`config.mk`:
```
export PLATFORM = sky130hd
export DESIGN_NAME = calendar_timestamp_difference
export DESIGN_NICKNAME = d
export VERILOG_FILES = /design/src/rtl/ctd_pkg.sv /design/src/rtl/calendar_timestamp_difference.sv /design/src/rtl/ctd_front.sv /design/src/rtl/ctd_queue.sv /design/src/rtl/ctd_back.sv
export VERILOG_INCLUDE_DIRS = /design/src /design/src/rtl
export SDC_FILE = /design/constraint.sdc
export NUM_CORES = 1
export LEC_CHECK = 0
export BUFFER_PORTS_ARGS = -buffer_cell sky130_fd_sc_hd__clkbuf_2
export CAP_MARGIN = 20
export CORE_UTILIZATION = 30
export CTS_CLUSTER_SIZE = 30
export DETAILED_ROUTE_END_ITERATION = 10
export PLACE_DENSITY = 0.47
export SYNTH_ARGS = -nofsm -noshare
export SYNTH_HDL_FRONTEND = slang
export SYNTH_SLANG_ARGS = --single-unit
```
`constraint.sdc`:
```
create_clock -name clock -period 15.6 [get_ports clock]
set_input_delay 1.56 -clock clock [delete_from_list [all_inputs] [get_ports clock]]
set_output_delay 1.56 -clock clock [all_outputs]
set_load 0.05 [all_outputs]
```
`src/rtl/assert_macros.svh`:
```
// Assertion macros shared by the timestamp difference RTL.
`ifndef ASSERT_MACROS_SVH
`define ASSERT_MACROS_SVH

// Property that must hold at every clock edge outside reset.
`define ASSERT_AT(label, clk, rst, prop, msg) \
   label: assert property (@(posedge clk) disable iff (rst) (prop)) \
      else $error(msg);

// Condition that must never be seen outside reset.
`define ASSERT_NEVER(label, clk, rst, cond, msg) \
   label: assert property (@(posedge clk) disable iff (rst) !(cond)) \
      else $error(msg);

`endif

```
`src/rtl/ctd_pkg.sv`:
```
// Types, constants and calendar helpers for the timestamp difference block.
`default_nettype none

package ctd_pkg;

   // Configuration register indexes.
   localparam logic [1:0] CSR_EARLIEST_YEAR = 2'd0;
   localparam logic [1:0] CSR_LATEST_YEAR   = 2'd1;

   localparam logic [13:0] EARLIEST_YEAR_RESET = 14'd1888;
   localparam logic [13:0] LATEST_YEAR_RESET   = 14'd2100;

   // One timestamp, narrowed to the ranges that a valid timestamp can hold.
   typedef struct packed {
      logic [13:0] year;
      logic [3:0]  month;
      logic [4:0]  day;
      logic [4:0]  hour;
      logic [5:0]  minute;
   } stamp_type;

   // Classified request passed from the front to the back.
   typedef struct packed {
      logic        first_valid;
      logic        second_valid;
      logic        same_moment;
      logic        goes_forward;
      stamp_type   later;
      stamp_type   earlier;
      logic [4:0]  prev_len;
   } work_type;

   // Days in a month, given whether the year is a leap year.
   function automatic logic [4:0] month_len(input logic [3:0] month, input logic leap);
      logic [4:0] len;
      begin
         unique case (month)
            4'd2:                       len = leap ? 5'd29 : 5'd28;
            4'd4, 4'd6, 4'd9, 4'd11:    len = 5'd30;
            default:                    len = 5'd31;
         endcase
         return len;
      end
   endfunction

endpackage

`default_nettype wire

```
`src/rtl/calendar_timestamp_difference.sv`:
```
// Calendar timestamp difference: top level joining front end, queue and back end.
//   A request carries two timestamps (day, month, year, hour, minute) on the
//   req_ ports and is taken at a rising edge with req_valid high and
//   req_stall low. Each request yields exactly one response on the rsp_
//   ports, taken at an edge with rsp_valid high and rsp_stall low: validity
//   of each timestamp, equality, order, and the year/month/day/hour/minute
//   difference (zero when either timestamp is invalid).
//   One request is accepted every cycle while req_stall is low. The front
//   end checks and orders the pair in the cycle of acceptance and writes it
//   to a two-entry queue; the back end runs the borrow chain from the queue
//   head into the response register.
//   When rsp_stall holds, the response stays put, the queue fills and then
//   req_stall rises until the response is taken.
//   The csr_ port writes the earliest (index 0) and latest (index 1) valid
//   year; csr_ready is always high. The user must make writes only while
//   idle; the block does not enforce this. Reset empties the queue and the
//   response register and restores the year limits to 1888 and 2100.
`default_nettype none

module calendar_timestamp_difference
   import ctd_pkg::*;
(
   input  wire logic        clock,
   input  wire logic        reset,
   input  wire logic        csr_valid,
   output logic             csr_ready,
   input  wire logic [1:0]  csr_index,
   input  wire logic [13:0] csr_data,
   input  wire logic        req_valid,
   output logic             req_stall,
   input  wire logic [6:0]  req_first_day,
   input  wire logic [6:0]  req_first_month,
   input  wire logic [13:0] req_first_year,
   input  wire logic [6:0]  req_first_hour,
   input  wire logic [6:0]  req_first_minute,
   input  wire logic [6:0]  req_second_day,
   input  wire logic [6:0]  req_second_month,
   input  wire logic [13:0] req_second_year,
   input  wire logic [6:0]  req_second_hour,
   input  wire logic [6:0]  req_second_minute,
   output logic             rsp_valid,
   input  wire logic        rsp_stall,
   output logic             rsp_first_valid,
   output logic             rsp_second_valid,
   output logic             rsp_same_moment,
   output logic             rsp_goes_forward,
   output logic [13:0]      rsp_diff_years,
   output logic [3:0]       rsp_diff_months,
   output logic [4:0]       rsp_diff_days,
   output logic [4:0]       rsp_diff_hours,
   output logic [5:0]       rsp_diff_minutes
);

   work_type front_work, head_work;
   logic     q_full, q_not_empty, q_pop, q_push;

   assign csr_ready = 1'b1;
   assign req_stall = q_full;
   assign q_push    = req_valid && !q_full;

   // Checks, ordering and year limit registers.
   ctd_front u_front (
      .clock         (clock),
      .reset         (reset),
      .csr_write     (csr_valid && csr_ready),
      .csr_index     (csr_index),
      .csr_data      (csr_data),
      .first_day     (req_first_day),
      .first_month   (req_first_month),
      .first_year    (req_first_year),
      .first_hour    (req_first_hour),
      .first_minute  (req_first_minute),
      .second_day    (req_second_day),
      .second_month  (req_second_month),
      .second_year   (req_second_year),
      .second_hour   (req_second_hour),
      .second_minute (req_second_minute),
      .work          (front_work)
   );

   // Decoupling queue.
   ctd_queue u_queue (
      .clock     (clock),
      .reset     (reset),
      .push      (q_push),
      .push_data (front_work),
      .full      (q_full),
      .pop       (q_pop),
      .not_empty (q_not_empty),
      .head      (head_work)
   );

   // Borrow chain and response register.
   ctd_back u_back (
      .clock            (clock),
      .reset            (reset),
      .work_valid       (q_not_empty),
      .work             (head_work),
      .work_pop         (q_pop),
      .rsp_valid        (rsp_valid),
      .rsp_stall        (rsp_stall),
      .rsp_first_valid  (rsp_first_valid),
      .rsp_second_valid (rsp_second_valid),
      .rsp_same_moment  (rsp_same_moment),
      .rsp_goes_forward (rsp_goes_forward),
      .rsp_diff_years   (rsp_diff_years),
      .rsp_diff_months  (rsp_diff_months),
      .rsp_diff_days    (rsp_diff_days),
      .rsp_diff_hours   (rsp_diff_hours),
      .rsp_diff_minutes (rsp_diff_minutes)
   );

endmodule

`default_nettype wire

```
`src/rtl/ctd_front.sv`:
```
// Front end: year limit registers, timestamp checks, ordering and selection.
`default_nettype none

module ctd_front
   import ctd_pkg::*;
(
   input  wire logic        clock,
   input  wire logic        reset,
   input  wire logic        csr_write,
   input  wire logic [1:0]  csr_index,
   input  wire logic [13:0] csr_data,
   input  wire logic [6:0]  first_day,
   input  wire logic [6:0]  first_month,
   input  wire logic [13:0] first_year,
   input  wire logic [6:0]  first_hour,
   input  wire logic [6:0]  first_minute,
   input  wire logic [6:0]  second_day,
   input  wire logic [6:0]  second_month,
   input  wire logic [13:0] second_year,
   input  wire logic [6:0]  second_hour,
   input  wire logic [6:0]  second_minute,
   output work_type         work
);

   logic [13:0] earliest_ff, earliest_in;
   logic [13:0] latest_ff, latest_in;
   logic [6:0]  hour_a, hour_b;
   logic        leap_a, leap_b, leap_hi;
   logic        ok_a, ok_b, fwd;
   logic [3:0]  hi_month, prev_month;

   // Leap rule: divisible by 4 but not by 100, or divisible by 400.
   // Divisibility by 25 uses a reciprocal multiply, exact for 14-bit years.
   function automatic logic is_leap(input logic [13:0] y);
      logic [26:0] prod;
      logic [9:0]  q;
      logic [14:0] back;
      logic        by25;
      begin
         prod = 27'(y) * 27'd5243;
         q    = prod[26:17];
         back = (15'(q) << 4) + (15'(q) << 3) + 15'(q);
         by25 = (back == {1'b0, y});
         return by25 ? (y[3:0] == 4'd0) : (y[1:0] == 2'd0);
      end
   endfunction

   // Full validity check of one timestamp.
   function automatic logic stamp_ok(input logic [6:0] d, input logic [6:0] m,
                                     input logic [13:0] y, input logic [6:0] h,
                                     input logic [6:0] mi, input logic lp,
                                     input logic [13:0] lo_y, input logic [13:0] hi_y);
      logic yr_ok, mo_ok, dy_ok;
      begin
         yr_ok = (y >= lo_y) && (y <= hi_y);
         mo_ok = (m >= 7'd1) && (m <= 7'd12);
         dy_ok = (d >= 7'd1) && (d <= {2'b00, month_len(m[3:0], lp)});
         return yr_ok && mo_ok && dy_ok && (h <= 7'd24) && (mi <= 7'd59);
      end
   endfunction

   // Year limit registers; the user must write them only while the block is idle, which is not enforced here.
   always_comb begin
      earliest_in = earliest_ff;
      latest_in   = latest_ff;
      if (csr_write) begin
         unique case (csr_index)
            CSR_EARLIEST_YEAR: earliest_in = csr_data;
            CSR_LATEST_YEAR:   latest_in   = csr_data;
            default: ;
         endcase
      end
   end

   always_ff @(posedge clock) begin
      if (reset) begin
         earliest_ff <= EARLIEST_YEAR_RESET;
         latest_ff   <= LATEST_YEAR_RESET;
      end else begin
         earliest_ff <= earliest_in;
         latest_ff   <= latest_in;
      end
   end

   // Hour 24 reads as midnight.
   assign hour_a = (first_hour == 7'd24) ? 7'd0 : first_hour;
   assign hour_b = (second_hour == 7'd24) ? 7'd0 : second_hour;

   assign leap_a = is_leap(first_year);
   assign leap_b = is_leap(second_year);

   assign ok_a = stamp_ok(first_day, first_month, first_year, first_hour, first_minute,
                          leap_a, earliest_ff, latest_ff);
   assign ok_b = stamp_ok(second_day, second_month, second_year, second_hour,
                          second_minute, leap_b, earliest_ff, latest_ff);

   // The first timestamp is not later than the second.
   always_comb begin
      priority if (first_year != second_year)   fwd = first_year < second_year;
      else if (first_month != second_month)     fwd = first_month < second_month;
      else if (first_day != second_day)         fwd = first_day < second_day;
      else if (hour_a != hour_b)                fwd = hour_a < hour_b;
      else                                      fwd = first_minute <= second_minute;
   end

   // Length of the month before the later timestamp's month.
   assign hi_month   = fwd ? second_month[3:0] : first_month[3:0];
   assign leap_hi    = fwd ? leap_b : leap_a;
   assign prev_month = (hi_month == 4'd1) ? 4'd12 : hi_month - 4'd1;

   // Assemble the classified request.
   always_comb begin
      stamp_type sa, sb;
      sa = '{year: first_year, month: first_month[3:0], day: first_day[4:0],
             hour: hour_a[4:0], minute: first_minute[5:0]};
      sb = '{year: second_year, month: second_month[3:0], day: second_day[4:0],
             hour: hour_b[4:0], minute: second_minute[5:0]};
      work.first_valid  = ok_a;
      work.second_valid = ok_b;
      work.same_moment  = (first_year == second_year) && (first_month == second_month) &&
                          (first_day == second_day) && (hour_a == hour_b) &&
                          (first_minute == second_minute);
      work.goes_forward = fwd;
      work.later        = fwd ? sb : sa;
      work.earlier      = fwd ? sa : sb;
      work.prev_len     = month_len(prev_month, leap_hi);
   end

endmodule

`default_nettype wire

```
`src/rtl/ctd_queue.sv`:
```
// Two-entry queue that decouples the front end from the borrow stage.
`default_nettype none

`include "assert_macros.svh"

module ctd_queue
   import ctd_pkg::*;
(
   input  wire logic     clock,
   input  wire logic     reset,
   input  wire logic     push,
   input  wire work_type push_data,
   output logic          full,
   input  wire logic     pop,
   output logic          not_empty,
   output work_type      head
);

   work_type   entry_ff [2];
   logic       wr_ptr_ff, wr_ptr_in;
   logic       rd_ptr_ff, rd_ptr_in;
   logic [1:0] count_ff, count_in;

   assign full      = (count_ff == 2'd2);
   assign not_empty = (count_ff != 2'd0);
   assign head      = entry_ff[rd_ptr_ff];

   // Pointer and occupancy update.
   always_comb begin
      wr_ptr_in = wr_ptr_ff ^ push;
      rd_ptr_in = rd_ptr_ff ^ pop;
      count_in  = count_ff + {1'b0, push} - {1'b0, pop};
   end

   always_ff @(posedge clock) begin
      if (reset) begin
         wr_ptr_ff <= 1'b0;
         rd_ptr_ff <= 1'b0;
         count_ff  <= 2'd0;
      end else begin
         wr_ptr_ff <= wr_ptr_in;
         rd_ptr_ff <= rd_ptr_in;
         count_ff  <= count_in;
      end
   end

   // Entry storage.
   always_ff @(posedge clock) begin
      if (push) begin
         entry_ff[wr_ptr_ff] <= push_data;
      end
   end

   `ASSERT_NEVER(a_no_overflow, clock, reset, push && full, "queue written while full")
   `ASSERT_NEVER(a_no_underflow, clock, reset, pop && !not_empty, "queue read while empty")

endmodule

`default_nettype wire

```
`src/rtl/ctd_back.sv`:
```
// Back end: borrow chain for the difference and the result register.
`default_nettype none

`include "assert_macros.svh"

module ctd_back
   import ctd_pkg::*;
(
   input  wire logic         clock,
   input  wire logic         reset,
   input  wire logic         work_valid,
   input  wire work_type     work,
   output logic              work_pop,
   output logic              rsp_valid,
   input  wire logic         rsp_stall,
   output logic              rsp_first_valid,
   output logic              rsp_second_valid,
   output logic              rsp_same_moment,
   output logic              rsp_goes_forward,
   output logic [13:0]       rsp_diff_years,
   output logic [3:0]        rsp_diff_months,
   output logic [4:0]        rsp_diff_days,
   output logic [4:0]        rsp_diff_hours,
   output logic [5:0]        rsp_diff_minutes
);

   stamp_type          hi, lo;
   logic               both_ok;
   logic               min_borrow, hour_borrow, day_borrow, month_borrow;
   logic [5:0]         dmin;
   logic [5:0]         hour1;
   logic [4:0]         dhour;
   logic [5:0]         day1;
   logic signed [6:0]  day2;
   logic [4:0]         dday;
   logic [3:0]         mon1;
   logic [3:0]         dmon;
   logic [13:0]        dyear;

   logic        rsp_valid_ff, rsp_valid_in;
   logic        first_valid_ff, second_valid_ff, same_ff, fwd_ff;
   logic [13:0] years_ff;
   logic [3:0]  months_ff;
   logic [4:0]  days_ff, hours_ff;
   logic [5:0]  minutes_ff;

   assign hi      = work.later;
   assign lo      = work.earlier;
   assign both_ok = work.first_valid && work.second_valid;

   // Minutes, borrowing an hour when needed.
   always_comb begin
      min_borrow = lo.minute > hi.minute;
      dmin       = hi.minute + (min_borrow ? 6'd60 : 6'd0) - lo.minute;
   end

   // Hours; a borrowed hour may take the later hour below zero.
   always_comb begin
      hour1       = {1'b0, hi.hour} - {5'd0, min_borrow};
      hour_borrow = hour1[5] || (lo.hour > hour1[4:0]);
      dhour       = hour1[4:0] + (hour_borrow ? 5'd24 : 5'd0) - lo.hour;
   end

   // Days, adding the previous month's length on a borrow, then the clamp.
   always_comb begin
      day1         = {1'b0, hi.day} - {5'd0, hour_borrow};
      day_borrow   = hour_borrow;
      month_borrow = {1'b0, lo.day} > day1;
      day2         = $signed({1'b0, day1}) +
                     $signed({2'b00, (month_borrow ? work.prev_len : 5'd0)}) -
                     $signed({2'b00, lo.day});
      if (month_borrow && (day2 <= 7'sd0)) begin
         dday = day_borrow ? 5'd0 : 5'd1;
      end else begin
         dday = day2[4:0];
      end
   end

   // Months and years.
   always_comb begin
      logic year_borrow;
      mon1        = hi.month - {3'd0, month_borrow};
      year_borrow = lo.month > mon1;
      dmon        = mon1 + (year_borrow ? 4'd12 : 4'd0) - lo.month;
      dyear       = hi.year - {13'd0, year_borrow} - lo.year;
   end

   // Take the next request whenever the result register is free or draining.
   assign work_pop     = work_valid && (!rsp_valid_ff || !rsp_stall);
   assign rsp_valid_in = work_pop || (rsp_valid_ff && rsp_stall);

   always_ff @(posedge clock) begin
      if (reset) begin
         rsp_valid_ff <= 1'b0;
      end else begin
         rsp_valid_ff <= rsp_valid_in;
      end
   end

   // Result payload; differences are zero unless both timestamps are valid.
   always_ff @(posedge clock) begin
      if (work_pop) begin
         first_valid_ff  <= work.first_valid;
         second_valid_ff <= work.second_valid;
         same_ff         <= work.same_moment;
         fwd_ff          <= work.goes_forward;
         years_ff        <= both_ok ? dyear : 14'd0;
         months_ff       <= both_ok ? dmon : 4'd0;
         days_ff         <= both_ok ? dday : 5'd0;
         hours_ff        <= both_ok ? dhour : 5'd0;
         minutes_ff      <= both_ok ? dmin : 6'd0;
      end
   end

   assign rsp_valid        = rsp_valid_ff;
   assign rsp_first_valid  = first_valid_ff;
   assign rsp_second_valid = second_valid_ff;
   assign rsp_same_moment  = same_ff;
   assign rsp_goes_forward = fwd_ff;
   assign rsp_diff_years   = years_ff;
   assign rsp_diff_months  = months_ff;
   assign rsp_diff_days    = days_ff;
   assign rsp_diff_hours   = hours_ff;
   assign rsp_diff_minutes = minutes_ff;

   `ASSERT_AT(a_invalid_zero, clock, reset,
      (rsp_valid && !(rsp_first_valid && rsp_second_valid)) |->
      (rsp_diff_years == 14'd0 && rsp_diff_months == 4'd0 && rsp_diff_days == 5'd0 &&
       rsp_diff_hours == 5'd0 && rsp_diff_minutes == 6'd0),
      "nonzero difference for an invalid timestamp")
   `ASSERT_AT(a_same_forward, clock, reset,
      (rsp_valid && rsp_same_moment) |-> rsp_goes_forward,
      "equal timestamps not reported as in order")

endmodule

`default_nettype wire
```
### Word level (Yosys, flattened, before mapping)

Memories as Yosys holds them, arrays and structs flattened. A register that Yosys moved wholly into a read port is not among the register bits.
Cells that the tools add are included.

* flip-flop bits (word level): 71
* memory bits (writable): 154
* input port bits: 105
* output and inout bits: 41
* word-level logic and storage cells: 165
* memories: 1

Memories
* u_queue.entry_ff: depth 2, width 77, read ports 1, clocked after memory_dff 1, write ports 1, line ctd_queue.sv:19 `work_type entry_ff [2];`

* $add $sub $neg: 20
* multiply operators: 2
* magnitude comparators: 26
* equality and inequality tests: 31
* multiplexer cells: 28
* bitwise gates (word level): 2
* reduce and logical (&&, ||, !) cells: 40

Operators with widths (count)
* two-way mux 34 bit: 2
* multiplier 14 x 13 -> 27 bit (second input constant): 2
* adder 14 x 13 -> 15 bit: 2
* adder 15 x 10 -> 15 bit: 2
* == test 15 x 14 -> 1 bit: 2
* case mux 5 bit (2 select lines): 3
* == test 7 bit: 4
* >= comparator 14 bit: 2
* >= comparator 7 x 1 -> 1 bit (second input constant): 4
* <= comparator 14 bit: 2
* == test 4 x 3 -> 1 bit (second input constant): 6
* == test 4 bit (second input constant): 6
* logical AND 1 bit: 23
* < comparator 7 bit: 3
* != test 7 bit: 3
* two-way mux 5 bit: 3
* == test 14 bit: 1
* == test 7 x 5 -> 1 bit (second input constant): 2
* <= comparator 7 x 4 -> 1 bit (second input constant): 2
* <= comparator 7 x 5 -> 1 bit: 2
* <= comparator 7 x 5 -> 1 bit (second input constant): 2
* <= comparator 7 x 6 -> 1 bit (second input constant): 2
* < comparator 14 bit: 1
* two-way mux 1 bit: 14
* 37 further kinds: 54

### Depth between registers and ports, before layout

* depth in word-level cells: 13
* gate-level depth with buffers: 56
* gate-level depth less buffers: 52

### By module

A second synthesis with hierarchy kept.

* cells, all modules: 2134
* area total of the unflattened synthesis: 22768.1 um^2

By module, submodules not included
* ctd_front: times used 1, cells each 1445, area each 12834.8 um^2, sequential area each 560.5 um^2
* ctd_queue: times used 1, cells each 259, area each 5846.9 um^2, sequential area each 4704.5 um^2
* ctd_back: times used 1, cells each 427, area each 4061.4 um^2, sequential area each 1161.1 um^2
* calendar_timestamp_difference: times used 1, cells each 3, area each 25.0 um^2, sequential area each 0.0 um^2

### Worst setup path after synthesis

OpenSTA, ideal clock, no wires.

* kind: reg-to-reg
* from: reg u_queue.rd_ptr_ff (netlist name)
* to: reg u_back.years_ff[12] (netlist: u_back.rsp_diff_years[12]) (data pin)
* setup time: 0.266 ns
* arrival time: 10.100 ns
* required time: 15.334 ns
* slack: 5.233 ns
* stages on the path, launching flop included: 57
* path buffers: 4
* clock period less this slack: 10.367 ns
* cells stage by stage: dfxtp_1 > buf_1 > clkbuf_1 > clkbuf_1 > buf_1 > mux2i_1 > inv_1 > ha_1 > nor2b_1 > o21ai_0 > nand2b_1 > a21oi_1 > nor2b_1 > o21ai_0 > a32oi_1 > ha_1 > ha_1 > xnor2_1 > (+21 left out) > nor2b_1 > o21ai_0 > nand2b_1 > a21oi_1 > a41o_1 > inv_1 > fa_1 > inv_1 > fa_1 > nand2b_1 > a21oi_1 > o21bai_1 > a21oi_1 > o21bai_1 > a2111o_1 > a41oi_1 > xor2_1 > nor2_1

RTL lines
* to (signal assigned): line ctd_back.sv:107 `years_ff <= both_ok ? dyear : 14'd0;`
* to (decl): line ctd_back.sv:42 `logic [13:0] years_ff;`

==> metrics.txt <==
clock sink total=219; post-CTS setup buffers=0; worst-case clock buffer depth=3; number of pins exceeding their max-slew limit in the final report=0; number of nets at the end of the flow=between 2000 and 3000; Compound-Gate Fraction of Synth Area=9.45%; die outline height=272 um; peak clock frequency supported by timing=0.0903 GHz; dominant cell by count in the synthesized netlist=sky130_fd_sc_hd__ha_1; top-area cell type share of the netlist area=25.6%; GRT Overall Usage=15.7%; CP Launch Type=input port; clock latency at the later pin of the worst-skew pair=0.56 ns; number of instances in the synthesized netlist=2098; crit path max fanout=9; average cell area after synthesis=10.4 sq um; DIE AREA=73700 sq um; setup repair after global routing missed its margin=false; post-synthesis share of cell area spent on xor and xnor gates=4.29%; biggest cell delay along the critical path=0.55 ns; Congestion Overflow GR=0; delay-heaviest family, CP=adder cells; EDFF count, synth=186; list of most frequent post-synthesis cells=401 x sky130_fd_sc_hd__ha_1, 385 x sky130_fd_sc_hd__inv_1, 186 x sky130_fd_sc_hd__edfxtp_1, 155 x sky130_fd_sc_hd__fa_1, 113 x sky130_fd_sc_hd__nand2_1; mux share of post-synthesis cell area=around 4.6%; remaining antenna violation count=0; IO Port Bufs=roughly 140; distinct cell type count of the synthesized netlist=69; global-route wire length before repair=90.3 mm; portion of the post-synthesis area used by sequential elements=28.7%; Post-route DRC=0; initial antenna violation count=2; final hold violations=0; kind of path behind the tightest hold check=register to register; yosys warns=0; arrival time of data at the critical path endpoint=11.34 ns; CTS tree=built; dominant synthesized flop cell=sky130_fd_sc_hd__edfxtp_1; worst clock skew=0.0403 ns; Buf+Inv Stages, Crit Path=7; half-perimeter wire length after placement=46.5 mm; floorplan core area=71700 sq um; Post-Syn Nets=2759; setup total negative slack=0 ns; drt via density=4.71; root buffer cell=sky130_fd_sc_hd__clkbuf_16; number of global-route vias before repair=15900; Boundary Pins=146; CTS HTree Levels=1; Most Frequent Cell on Critical Path=sky130_fd_sc_hd__inv_1; maximum number of pins on one net before global-route repair=100; result of the run=finished clean; slew at the pin with the worst max-slew slack=0.932 ns; post-layout min period=11.08 ns; cell with the largest stage delay on the worst path=sky130_fd_sc_hd__fa_1; share of post-route cells with drive strength above 1=a little under an eighth; Relative slew margins=37.9%; dominant cell type by area after synthesis=sky130_fd_sc_hd__edfxtp_1; drt first pass iters=5; main combinational cell family by area after synthesis=adder cells; fraction of the mapped netlist area in simple logic gates=8.35%; clock slew seen by the registers of the worst setup and hold paths=0.06 ns; P&R area growth vs syn=12.9%; worst setup path class=input port to register; initial standard-cell utilization of the core=between 30% and 40%; Die X-Extent=272 um; Placement Rows=about 100; final cycle utilization of the critical path=71.0%; endpoint required time on the critical path=roughly 16 ns; overall via count from detail_route=15100; nature of the critical path endpoint=register; largest cells by area after synthesis=sky130_fd_sc_hd__edfxtp_1 26%, sky130_fd_sc_hd__ha_1 23%, sky130_fd_sc_hd__fa_1 14%; placer's final routability congestion estimate=0.846; adder-cell share of the synthesized area=around 37%; number of max-cap violations=0; quantity of gates resized following cts=0; share of flip-flops with an asynchronous set or reset=0%; drt initial violations=668; cts bufs inserted=26; routed length per instance=18.0 um; setup-violating endpoint count in the final report=0; CTS Hold Buffers Added=0; Seq cells post-synth=219; wirelength, routed=57.8 mm; post-synthesis instance area=21800 sq um
## worst paths after layout
| check | start | depth (start not counted) | end | slack [ns] |
|---|---|---|---|---|
| max reg2reg | u_queue.rd_ptr_ff | 50 | u_back.rsp_diff_years[13] | 4.77 |
| max | req_second_year[6] | 38 | u_queue.entry_ff[1][75] | 4.52 |
| min reg2reg | u_front.latest_ff[12] | 2 | u_front.latest_ff[12] | 0.46 |
| min | u_front.latest_ff[12] | 2 | u_front.latest_ff[12] | 0.46 |
## registers in the layout, indices dropped and copies added (netlist names)
name / count
u_queue.rd_ptr_ff: 1
u_back.rsp_first_valid: 1
u_back.rsp_same_moment: 1
u_back.rsp_diff_hours: 5
u_front.earliest_ff: 14
u_back.rsp_diff_years: 14
u_back.rsp_second_valid: 1
u_queue.count_ff: 2
u_front.latest_ff: 14
u_back.rsp_diff_days: 5
u_back.rsp_goes_forward: 1
u_back.rsp_valid: 1
u_back.rsp_diff_months: 4
u_back.rsp_diff_minutes: 6
u_queue.wr_ptr_ff: 1
u_queue.entry_ff: 148
## cells in the final DEF, fill, tap and decap left out, drive strengths merged, types with 8 or more instances in the layout
cell | synthesis | layout
nand4 | 26 | 26
inv | 386 | 386
clkbuf | 33 | 174
nor4 | 16 | 16
o21a | 12 | 12
edfxtp | 186 | 186
nor3 | 30 | 30
a211oi | 9 | 9
a21oi | 90 | 90
o21ai | 97 | 97
nand3 | 27 | 27
and3 | 16 | 16
nor2b | 19 | 19
a21o | 26 | 26
mux2i | 44 | 44
ha | 401 | 401
xor2 | 39 | 39
o21bai | 9 | 9
xnor2 | 60 | 60
dfxtp | 33 | 33
fa | 155 | 155
nand2 | 113 | 113
clkinv | 0 | 12
o211ai | 8 | 8
buf | 10 | 9
nor3b | 8 | 8
mux2 | 49 | 49
a211o | 12 | 12
nand2b | 12 | 12
nor2 | 82 | 82
## routing by layer
metal  part of all wire [%]  global-route usage (%)  vias up  wire [um]
met3                    2.6                    1.38       58       1480
li1                       -                       -     7511          -
met2                     49                    27.8      216      28500
met4                    1.8                    3.08        2       1060
met5                  0.022                       0        -         13
met1                     46                    20.7     7322      26700
## kinds of logic (layout without fill, tap and decap cells)
kind of cell / Yosys count / after routing
and+or+nand+nor: 375 / 375
muxes: 93 / 93
DFF: 219 / 219
adders and majority gates: 556 / 556
xor gates and xnor gates: 102 / 102
AOI/OAI and AO/OA: 323 / 323
other: 1 / 2
buffers and inverters: 429 / 585
## metrics by stage
| step | hold slack (ns) | worst slack [ns] | cells | area (sq um) | utilization [%] |
|---|---|---|---|---|---|
| after detailed placement | 0.450 | 4.06 | 3155 | 23700 | 33.0 |
| after global placement | 0.447 | 4.30 | 3154 | 23600 | 32.9 |
| after CTS | 0.458 | 4.59 | 3201 | 24500 | 34.2 |
| final | 0.456 | 4.52 | 3205 | 24600 | 34.3 |
| after floorplan | 0.436 | 5.23 | 2098 | 21800 | - |
| after global routing | 0.480 | 3.67 | 3205 | 24600 | 34.3 |
## layout make-up
cell class / instances / area, sq um
inverters: 386 / 1450
fillers: 7296 / 47100
clock buffers: 30 / 687
repair buffers: 153 / 845
well taps: 950 / 1190
flip-flops and latches: 219 / 6250
clock inverters: 16 / 195
multi-input cells: 1450 / 14000
diodes: 1 / 2.50
## tightest hold or removal path, delay by kind of cell, from the launching register on
family	cells	cell delay (ns)
flip-flops	1	0.31
AND/OR/NAND/NOR	1	0.05
AO/OA/AOI/OAI	1	0.05
Power is left out: the tool's default activity adds up to more than one toggle a clock period on the data nets, which glitch-free logic cannot reach.
